===== src/design/bgpt_pkg.sv =====
`default_nettype none

package bgpt_pkg;

	// Gait phase codes. Codes 6 and 7 are never produced.
	typedef enum logic [2:0] {
		PH_UNKNOWN = 3'd0,
		PH_EARLY   = 3'd1,
		PH_LATE    = 3'd2,
		PH_LIFTOFF = 3'd3,
		PH_SWING   = 3'd4,
		PH_LANDING = 3'd5
	} phase_t;

	// Configuration register indexes.
	typedef enum logic [2:0] {
		REG_STANCE_LOAD_LIMIT = 3'd0,
		REG_SWING_LOAD_LIMIT  = 3'd1,
		REG_LANDING_RATIO     = 3'd2,
		REG_LATE_STANCE_RATIO = 3'd3,
		REG_LIFTOFF_RATIO     = 3'd4,
		REG_LEFT_LEG_LENGTH   = 3'd5,
		REG_RIGHT_LEG_LENGTH  = 3'd6
	} reg_index_t;

	localparam int LOAD_W  = 16;
	localparam int POS_W   = 16;
	localparam int LIMIT_W = 15;
	localparam int RATIO_W = 14;
	localparam int LEN_W   = 14;
	localparam int CFG_W   = 15;

	// Threshold test results and position of one leg.
	typedef struct packed {
		logic               stance;
		logic               swing;
		logic               late;
		logic               liftoff;
		logic               landing;
		logic [POS_W-1:0]   pos;
	} leg_view_t;

	// Limits and ratios shared by both legs.
	typedef struct packed {
		logic [LIMIT_W-1:0] stance_limit;
		logic [LIMIT_W-1:0] swing_limit;
		logic [RATIO_W-1:0] landing_ratio;
		logic [RATIO_W-1:0] late_ratio;
		logic [RATIO_W-1:0] liftoff_ratio;
	} thresholds_t;

endpackage

`default_nettype wire


===== src/design/bgpt_leg_eval.sv =====
`default_nettype none

module bgpt_leg_eval import bgpt_pkg::*; #(
	parameter int FRAC_BITS = 12
) (
	input  wire logic [LOAD_W-1:0] load,
	input  wire logic [POS_W-1:0]  pos,
	input  wire logic [LEN_W-1:0]  len,
	input  wire thresholds_t       thr,
	output leg_view_t              view
);

	// Length times ratio is exact in PROD_W bits; the compare width also covers
	// the position shifted up by the fraction bits.
	localparam int PROD_W = LEN_W + RATIO_W + 1;
	localparam int SCL_W  = POS_W + FRAC_BITS;
	localparam int CMP_W  = ((SCL_W > PROD_W) ? SCL_W : PROD_W) + 1;

	logic signed [LEN_W:0]       len_s;
	logic signed [PROD_W-1:0]    late_prod;
	logic signed [PROD_W-1:0]    liftoff_prod;
	logic signed [PROD_W-1:0]    landing_prod;
	logic signed [CMP_W-1:0]     scaled;
	logic signed [LOAD_W:0]      load_x;
	logic signed [LOAD_W:0]      stance_x;
	logic signed [LOAD_W:0]      swing_x;

	assign len_s        = $signed({1'b0, len});
	assign late_prod    = len_s * $signed(thr.late_ratio);
	assign liftoff_prod = len_s * $signed(thr.liftoff_ratio);
	assign landing_prod = len_s * $signed(thr.landing_ratio);

	assign scaled = CMP_W'($signed(pos)) <<< FRAC_BITS;

	assign load_x   = (LOAD_W + 1)'($signed(load));
	assign stance_x = $signed({2'b00, thr.stance_limit});
	assign swing_x  = $signed({2'b00, thr.swing_limit});

	always_comb begin
		view.stance  = load_x > stance_x;
		view.swing   = load_x <= swing_x;
		view.late    = scaled < CMP_W'(late_prod);
		view.liftoff = scaled < CMP_W'(liftoff_prod);
		view.landing = scaled > CMP_W'(landing_prod);
		view.pos     = pos;
	end

endmodule

`default_nettype wire


===== src/design/bgpt_phase_next.sv =====
`default_nettype none

module bgpt_phase_next import bgpt_pkg::*; (
	input  wire phase_t    cur,
	input  wire leg_view_t me,
	input  wire leg_view_t other,
	output phase_t         nxt
);

	logic other_leads;
	logic me_ahead;

	// The other leg is planted in front of this one.
	assign other_leads = other.stance && ($signed(me.pos) < $signed(other.pos));
	assign me_ahead    = $signed(me.pos) > $signed(other.pos);

	always_comb begin
		nxt = cur;
		case (cur)
			PH_UNKNOWN: begin
				if (me.stance) begin
					if (other_leads) nxt = PH_LIFTOFF;
					else if (me.late) nxt = PH_LATE;
					else nxt = PH_EARLY;
				end else begin
					nxt = me.landing ? PH_LANDING : PH_SWING;
				end
			end
			PH_EARLY: begin
				if (other_leads) nxt = PH_LIFTOFF;
				else if (me.late) nxt = PH_LATE;
			end
			PH_LATE: begin
				if (other_leads || me.liftoff) nxt = PH_LIFTOFF;
			end
			PH_LIFTOFF: begin
				if (me.swing) nxt = PH_SWING;
			end
			PH_SWING: begin
				if (me.stance && me_ahead) nxt = PH_EARLY;
				else if (!me.stance && me.landing) nxt = PH_LANDING;
			end
			PH_LANDING: begin
				if (me.stance) nxt = PH_EARLY;
			end
			default: nxt = cur;
		endcase
	end

endmodule

`default_nettype wire


===== src/design/biped_gait_phase_tracker_unit.sv =====
// Biped gait phase tracker. Each input word carries both legs' load and
// foot-minus-hip position plus a step flag; each word yields exactly one
// output word with both leg phases and their change flags. A word is
// registered on entry, evaluated combinationally by the threshold
// multipliers and phase logic, and its result registered on the way out.
// One word is taken every cycle unless the output stalls; the phase
// registers close a loop between consecutive words. Output stall holds the
// result register and backs up into the input register. Configuration
// writes take effect at once; the user makes them only while idle (unenforced).
`default_nettype none

module biped_gait_phase_tracker_unit import bgpt_pkg::*; #(
	parameter int FRAC_BITS = 12
) (
	input  wire logic              clk,
	input  wire logic              arst_n,
	input  wire logic              in_valid,
	output logic                   in_stall,
	input  wire logic              step_advanced,
	input  wire logic [LOAD_W-1:0] left_load,
	input  wire logic [LOAD_W-1:0] right_load,
	input  wire logic [POS_W-1:0]  left_forward_pos,
	input  wire logic [POS_W-1:0]  right_forward_pos,
	output logic                   out_valid,
	input  wire logic              out_stall,
	output logic [2:0]             left_phase,
	output logic [2:0]             right_phase,
	output logic                   left_changed,
	output logic                   right_changed,
	input  wire logic              wr_en,
	input  wire logic [2:0]        wr_index,
	input  wire logic [CFG_W-1:0]  wr_data
);

	thresholds_t        thr_q;
	logic [LEN_W-1:0]   left_len_q;
	logic [LEN_W-1:0]   right_len_q;

	logic               valid_s1;
	logic               step_s1;
	logic [LOAD_W-1:0]  left_load_s1;
	logic [LOAD_W-1:0]  right_load_s1;
	logic [POS_W-1:0]   left_pos_s1;
	logic [POS_W-1:0]   right_pos_s1;

	logic               valid_s2;
	logic               left_changed_s2;
	logic               right_changed_s2;
	phase_t             left_phase_q;
	phase_t             right_phase_q;

	leg_view_t          left_view;
	leg_view_t          right_view;
	phase_t             left_next;
	phase_t             right_next;
	logic               accept;
	logic               advance;

	assign advance  = valid_s1 && (!valid_s2 || !out_stall);
	assign in_stall = valid_s1 && !advance;
	assign accept   = in_valid && !in_stall;

	always_ff @(posedge clk or negedge arst_n) begin
		if (!arst_n) begin
			thr_q.stance_limit  <= LIMIT_W'(410);
			thr_q.swing_limit   <= LIMIT_W'(410);
			thr_q.landing_ratio <= '0;
			thr_q.late_ratio    <= '0;
			thr_q.liftoff_ratio <= RATIO_W'(-4096);
			left_len_q          <= LEN_W'(4096);
			right_len_q         <= LEN_W'(4096);
		end else if (wr_en) begin
			case (reg_index_t'(wr_index))
				REG_STANCE_LOAD_LIMIT: thr_q.stance_limit  <= wr_data;
				REG_SWING_LOAD_LIMIT:  thr_q.swing_limit   <= wr_data;
				REG_LANDING_RATIO:     thr_q.landing_ratio <= wr_data[RATIO_W-1:0];
				REG_LATE_STANCE_RATIO: thr_q.late_ratio    <= wr_data[RATIO_W-1:0];
				REG_LIFTOFF_RATIO:     thr_q.liftoff_ratio <= wr_data[RATIO_W-1:0];
				REG_LEFT_LEG_LENGTH:   left_len_q          <= wr_data[LEN_W-1:0];
				REG_RIGHT_LEG_LENGTH:  right_len_q         <= wr_data[LEN_W-1:0];
				default: ;
			endcase
		end
	end

	always_ff @(posedge clk) begin
		if (accept) begin
			step_s1       <= step_advanced;
			left_load_s1  <= left_load;
			right_load_s1 <= right_load;
			left_pos_s1   <= left_forward_pos;
			right_pos_s1  <= right_forward_pos;
		end
	end

	bgpt_leg_eval #(.FRAC_BITS(FRAC_BITS)) u_left_eval (
		.load (left_load_s1),
		.pos  (left_pos_s1),
		.len  (left_len_q),
		.thr  (thr_q),
		.view (left_view)
	);

	bgpt_leg_eval #(.FRAC_BITS(FRAC_BITS)) u_right_eval (
		.load (right_load_s1),
		.pos  (right_pos_s1),
		.len  (right_len_q),
		.thr  (thr_q),
		.view (right_view)
	);

	bgpt_phase_next u_left_next (
		.cur   (left_phase_q),
		.me    (left_view),
		.other (right_view),
		.nxt   (left_next)
	);

	bgpt_phase_next u_right_next (
		.cur   (right_phase_q),
		.me    (right_view),
		.other (left_view),
		.nxt   (right_next)
	);

	always_ff @(posedge clk or negedge arst_n) begin
		if (!arst_n) begin
			valid_s1         <= 1'b0;
			valid_s2         <= 1'b0;
			left_phase_q     <= PH_UNKNOWN;
			right_phase_q    <= PH_UNKNOWN;
			left_changed_s2  <= 1'b0;
			right_changed_s2 <= 1'b0;
		end else begin
			valid_s1 <= accept || in_stall;
			valid_s2 <= advance || (valid_s2 && out_stall);
			if (advance) begin
				// A hold word repeats the current phases with no change flagged.
				if (step_s1) begin
					left_phase_q  <= left_next;
					right_phase_q <= right_next;
				end
				left_changed_s2  <= step_s1 && (left_next != left_phase_q);
				right_changed_s2 <= step_s1 && (right_next != right_phase_q);
			end
		end
	end

	// The phase registers only move with a new result, so they double as the
	// output phase fields.
	assign out_valid     = valid_s2;
	assign left_phase    = left_phase_q;
	assign right_phase   = right_phase_q;
	assign left_changed  = left_changed_s2;
	assign right_changed = right_changed_s2;

endmodule

`default_nettype wire

===== config.mk =====
export PLATFORM = sky130hd
export DESIGN_NAME = biped_gait_phase_tracker_unit
export DESIGN_NICKNAME = d
export VERILOG_FILES = /design/src/design/bgpt_pkg.sv /design/src/design/bgpt_leg_eval.sv /design/src/design/bgpt_phase_next.sv /design/src/design/biped_gait_phase_tracker_unit.sv
export SDC_FILE = /design/constraint.sdc
export NUM_CORES = 2
export LEC_CHECK = 0
export ABC_AREA = 1
export BUFFER_PORTS_ARGS = -buffer_cell sky130_fd_sc_hd__buf_2
export CORE_MARGIN = 3
export CORE_UTILIZATION = 65
export DETAILED_ROUTE_END_ITERATION = 8
export HOLD_SLACK_MARGIN = 0.05
export MAX_ROUTING_LAYER = met4
export PLACE_DENSITY = 0.85
export SLEW_MARGIN = 20
export SYNTH_ARGS = -nofsm -noshare
export SYNTH_HDL_FRONTEND = slang
export SYNTH_HIERARCHICAL = 1
export SYNTH_SLANG_ARGS = --single-unit

===== constraint.sdc =====
create_clock -name clk -period 8.1 [get_ports clk]
set_clock_uncertainty 0.05 [all_clocks]
set_input_delay 0.81 -clock clk [delete_from_list [all_inputs] [get_ports clk]]
set_output_delay 0.81 -clock clk [all_outputs]
set_load 0.01 [all_outputs]

### Yosys cells after proc, flatten, opt, wreduce, memory -nomap -nowiden

Index checks and enable logic that the tools add are counted.

| cells by class | value |
|---|---|
| reduce and logical (&&, ||, !) cells | 34 |
| equal/unequal tests | 18 |
| multipliers | 6 |
| $lt $le $gt $ge | 14 |
| multiplexer cells | 24 |

Operator list:

| cell | number |
|---|---|
| $mul A15 B14 Y29 | 6 |
| $lt A28 B29 Y1 | 4 |
| $gt A16 B16 Y1 | 4 |
| $gt A28 B29 Y1 | 2 |
| $mux W3 | 18 |
| $pmux W3 S6 | 2 |
| $le A16 B16 Y1 | 2 |
| $lt A16 B16 Y1 | 2 |
| $eq A3 B3 Y1 const B | 7 |
| $eq A3 B2 Y1 const B | 6 |
| $reduce_and A2 Y1 | 8 |
| $logic_and A1 B1 Y1 | 12 |
| $eq A3 B1 Y1 const B | 3 |
| $logic_not A3 Y1 | 3 |
| $logic_not A1 Y1 | 6 |
| $ne A3 B3 Y1 | 2 |
| $logic_or A1 B1 Y1 | 5 |
| $mux W2 | 2 |
| $mux W1 | 2 |

| storage, ports and cells | value |
|---|---|
| bits of input ports | 88 |
| output and inout port bits | 10 |
| flip-flop bits (word level) | 175 |
| word-level logic and storage cells | 114 |

### Logic depth before layout (Yosys ltp)

| logic depth | value |
|---|---|
| depth in word-level cells | 8 |
| depth in mapped cells | 51 |
| depth with buffers taken out | 49 |

### Modules after synthesis

The synthesis kept the hierarchy.

By module, submodules not included:

| module | area each (µm²) | times used | cells an instance | sequential area each (µm²) |
|---|---|---|---|---|
| bgpt_leg_eval at u_left_eval | 24009.3 | 1 | 3317 | 0.0 |
| bgpt_leg_eval at u_right_eval | 23926.7 | 1 | 3288 | 0.0 |
| biped_gait_phase_tracker_unit | 6164.7 | 1 | 478 | 4722.0 |
| bgpt_phase_next | 673.1 | 2 | 128 | 0.0 |

### Worst setup path before layout

Ideal clock, no wire load.

| timing | value |
|---|---|
| path type | register to register |
| start point | register thr_q[32] (netlist bit) |
| end point | register left_changed_s2, in the netlist left_changed |
| setup time | 0.116 ns |
| arrival time | 7.033 ns |
| path buffers | 1 |
| stages on the path, launching flop included | 46 |
| path slack | 0.901 ns |
| required time | 7.934 ns |
| path through | dfrtp_1 > clkbuf_1 > nand2_1 > inv_1 > fa_1 > inv_1 > fa_1 > inv_1 > fa_1 > inv_1 > fa_1 > inv_1 > fa_1 > inv_1 > fa_1 > inv_1 > ha_1 > a21o_1 > [... 10 more ...] > nor2_1 > nand2_1 > nor2_1 > nand3_1 > nand2_1 > nor2_1 > inv_1 > nor2_1 > nor2_1 > nand2_1 > nand2_1 > nand2_1 > nor2_1 > nand3_1 > xnor2_1 > nand2_1 > nand2_1 > nand2_1 |

RTL lines:

| element | line | source |
|---|---|---|
| start: declaration | biped_gait_phase_tracker_unit.sv:35 | `thresholds_t thr_q;` |
| end signal: assignment | biped_gait_phase_tracker_unit.sv:143 | `left_changed_s2 <= step_s1 && (left_next != left_phase_q);` |
| end: declaration | biped_gait_phase_tracker_unit.sv:47 | `logic left_changed_s2;` |

==> impl_results.md <==
* Most used cell, CP: nand2_1
* Post-route insts no fill at 8624
* Placement Cell Area at about 58000 um^2
* Port bufs at between 90 and 100
* Synthesized area at approximately 55000 um^2
* Row cnt at between 100 and 150
* Placed cell count at 8534
* Die height at between 200 and 300 um
* Antenna-violating nets left at 0
* Post-Synth XOR/XNOR Area at 2.01%
* Tcrit/Tclk final at 96.7%
* Startpoint Class: flop
* Sequential-to-total area share from yosys stat at about 8.5%
* DRT iter0 DRCs at between 3000 and 4000
* Initial core utilization at 65.9%
* Post-synthesis adder-cell area fraction at roughly half
* Synth cell types at 53
* Max transition margin at around 30%
* Clk root buf: clkbuf_16
* Largest family of logic cells by synthesized area: adder cells
* Max-slew violations at 0
* Outcome: completed
* Clock buffer depth at 2
* #FFs+latches synth at about 180
* Die width at slightly below 300 um
* Die ar. at between 80000 and 90000 um^2
* Area growth, synth to finish at 8.28%
* CTS Sinks at 175
* Avg Inst Size Synth at between 7 and 8 um^2
* Fill cells at 6496
* Hold WS at approximately 330 ps
* DRT Wirelength at roughly 160000 um
* Vias in the first global route at 49300
* Critical path buffers and inverters at 4
* Post-synthesis compound-gate area fraction at under 10%
* CP Class: flop to flop
* Most common cell after layout, fill and taps aside: inv_1
* Synth Area in Simple Gates at roughly 18%
* Final RePlAce weighted congestion at ~1.0
* I/O Pins at 98
* Hpwl dp at around 130000 um
* Antenna violations before repair at 11
* Syn Nets at roughly 9100
* Max cap viols at 0
* Fin. Hold Viols at 0
* CTS clk-pin slew, worst paths at 80 ps
* Worst path required time at 8440 ps
* Crit-path max FO at 13
* Largest net degree at the start of global routing at 59
* Routed len/inst at ~19 um
* TritonCTS buffer count at 17
* Max Freq at roughly 130 MHz
* Design area at about 60000 um^2
* Tot GR Track Use at a little under two fifths
* TritonCTS clock tree: yes
* Mux cell area share after synthesis at 0%
* Mapped Cells at approximately 7300
* Clk_lat worst skew at a little under 500 ps
* Hold crit path type: primary input to async pin
* Layout cells sized above 1 at between 9 and 10%
* Slew @ Worst Pin at roughly 1000 ps
* Tmin final at 7830 ps
* CTS Hold Bufs at 0
* Global-route wire length before repair at approximately 260000 um
* Cell family with most CP delay: adder cells
* Slowest cell on crit path: dfrtp_1
* Routed via count at about 48000
* Total grt overflow at 0
* Critical path capture point type: flop
* Fin nets at between 9000 and 10000
* Commonest non-fill, non-tap cells in the layout: inv_1 (2099), nand2_1 (1837), fa_1 (852)
* Detailed Routing Iterations Pass 1 at 6
* Final setup viols at 0
* DR vias/cell at about 5.5
* Residual DRC at 0
* H-Tree Depth at 4
* Max incr delay on CP at approximately 780 ps
* YS warnings at 6
* Critical Path AT at 8170 ps
* CORE AREA at 84100 um^2
[what timing repair did]
action / CTS / global route
gates resized for setup: 1 / 213
setup buffers: 0 / 47
endpoints found under the setup margin: 1 / 5
pin swaps: 0 / 62
hold endpoints to repair: 0 / 0
gates cloned: 0 / 3
[layer usage]
layer	vias to the layer above	GRT usage, %	share of wire [%]
met5	-	-	0
met2	2341	60.0	46
met1	22900	45.0	37
met3	594	7.00	9.3
met4	0	21.0	7.1
li1	21900	-	-
[registers in the layout, indices dropped and copies added, names as in the netlist, 3 cells and up]
signal / count
right_len_q: 14
right_load_s1: 16
left_phase: 3
left_load_s1: 16
left_len_q: 14
right_phase: 3
left_pos_s1: 16
right_pos_s1: 16
thr_q: 72
[worst reg2reg max path, delay by kind of cell (launching register included)]
| kind | cells | cell delay (ps) |
|---|---|---|
| buffers and inverters | 4 | 540 |
| XOR/XNOR | 1 | 150 |
| adder cells (fa/ha/maj) | 8 | 3620 |
| AND/OR/NAND/NOR | 26 | 2580 |
| flip-flops | 1 | 780 |
[cells by family (layout without fill, tap and decap cells)]
logic type,count (synthesis),after routing
flops,175,175
simple gates,2423,2423
buf+inv,2368,2511
other cells,0,8
xor+xnor,127,127
compound gates,552,552
fa+ha+maj,1694,1694
[cells in the mapped netlist (all sizes together)]
library cell,instances,share of area [%]
fa,852,31
dfstp,14,0.66
nand4,24,0.27
dfrtp,96,4.3
inv,2109,14
nor3,43,0.41
ha,842,19
a21o,17,0.23
or2,8,0.11
nor4,27,0.30
a21oi,247,2.4
nand2,1877,13
o211ai,11,0.15
nand3,159,1.5
a211oi,16,0.22
xor2,70,1.1
a31oi,7,0.090
and3,2,0.023
nor2,267,1.9
o21bai,24,0.32
xnor2,57,0.90
clkbuf,210,1.5
nor3b,2,0.027
nand3b,14,0.21
o221ai,3,0.047
clkinv,2,0.014
edfxtp,65,3.5
a221oi,5,0.079
a21boi,11,0.15
o21ai,206,2.1
buf,47,0.60
o21a,5,0.068
[worst paths after layout]
check                                  start               to  slack [ps]  cells past startpoint
min in group clk                left_load[6]  left_load_s1[6]         440                      1
worst min register to register     thr_q[60]        thr_q[60]         460                      2
worst max-delay path                thr_q[9]    right_changed         270                     39
worst min-delay path                  arst_n         valid_s1         330                      1
max in group asynchronous             arst_n    left_len_q[2]        6290                      2
worst max register to register      thr_q[9]    right_changed         270                     39
[cell type report]
class	instances	area, um^2	share of cell area [%]
Antenna cell	8	20.0	0.0333
Clock inverter	15	168	0.279
Clock buffer	17	425	0.709
Timing Repair Buffer	368	3010	5.01
Inverter	2111	7930	13.2
Multi-Input combinational cell	4796	42300	70.4
Sequential cell	175	4780	7.96
Tap cell	1134	1420	2.36
[through the flow]
stage / TNS [ps] / util, % / worst slack [ps]
floorplan: 0 / - / 901
global placement: 0 / 69.2 / 120
detailed placement: -55.8 / 69.2 / -55.8
CTS: 0 / 69.9 / 51.2
global route: -79.1 / 71.4 / -58.3
finish: 0 / 71.4 / 269
Power is left out: the tool's default activity adds up to more than one toggle a clock period on the data nets, which glitch-free logic cannot reach.
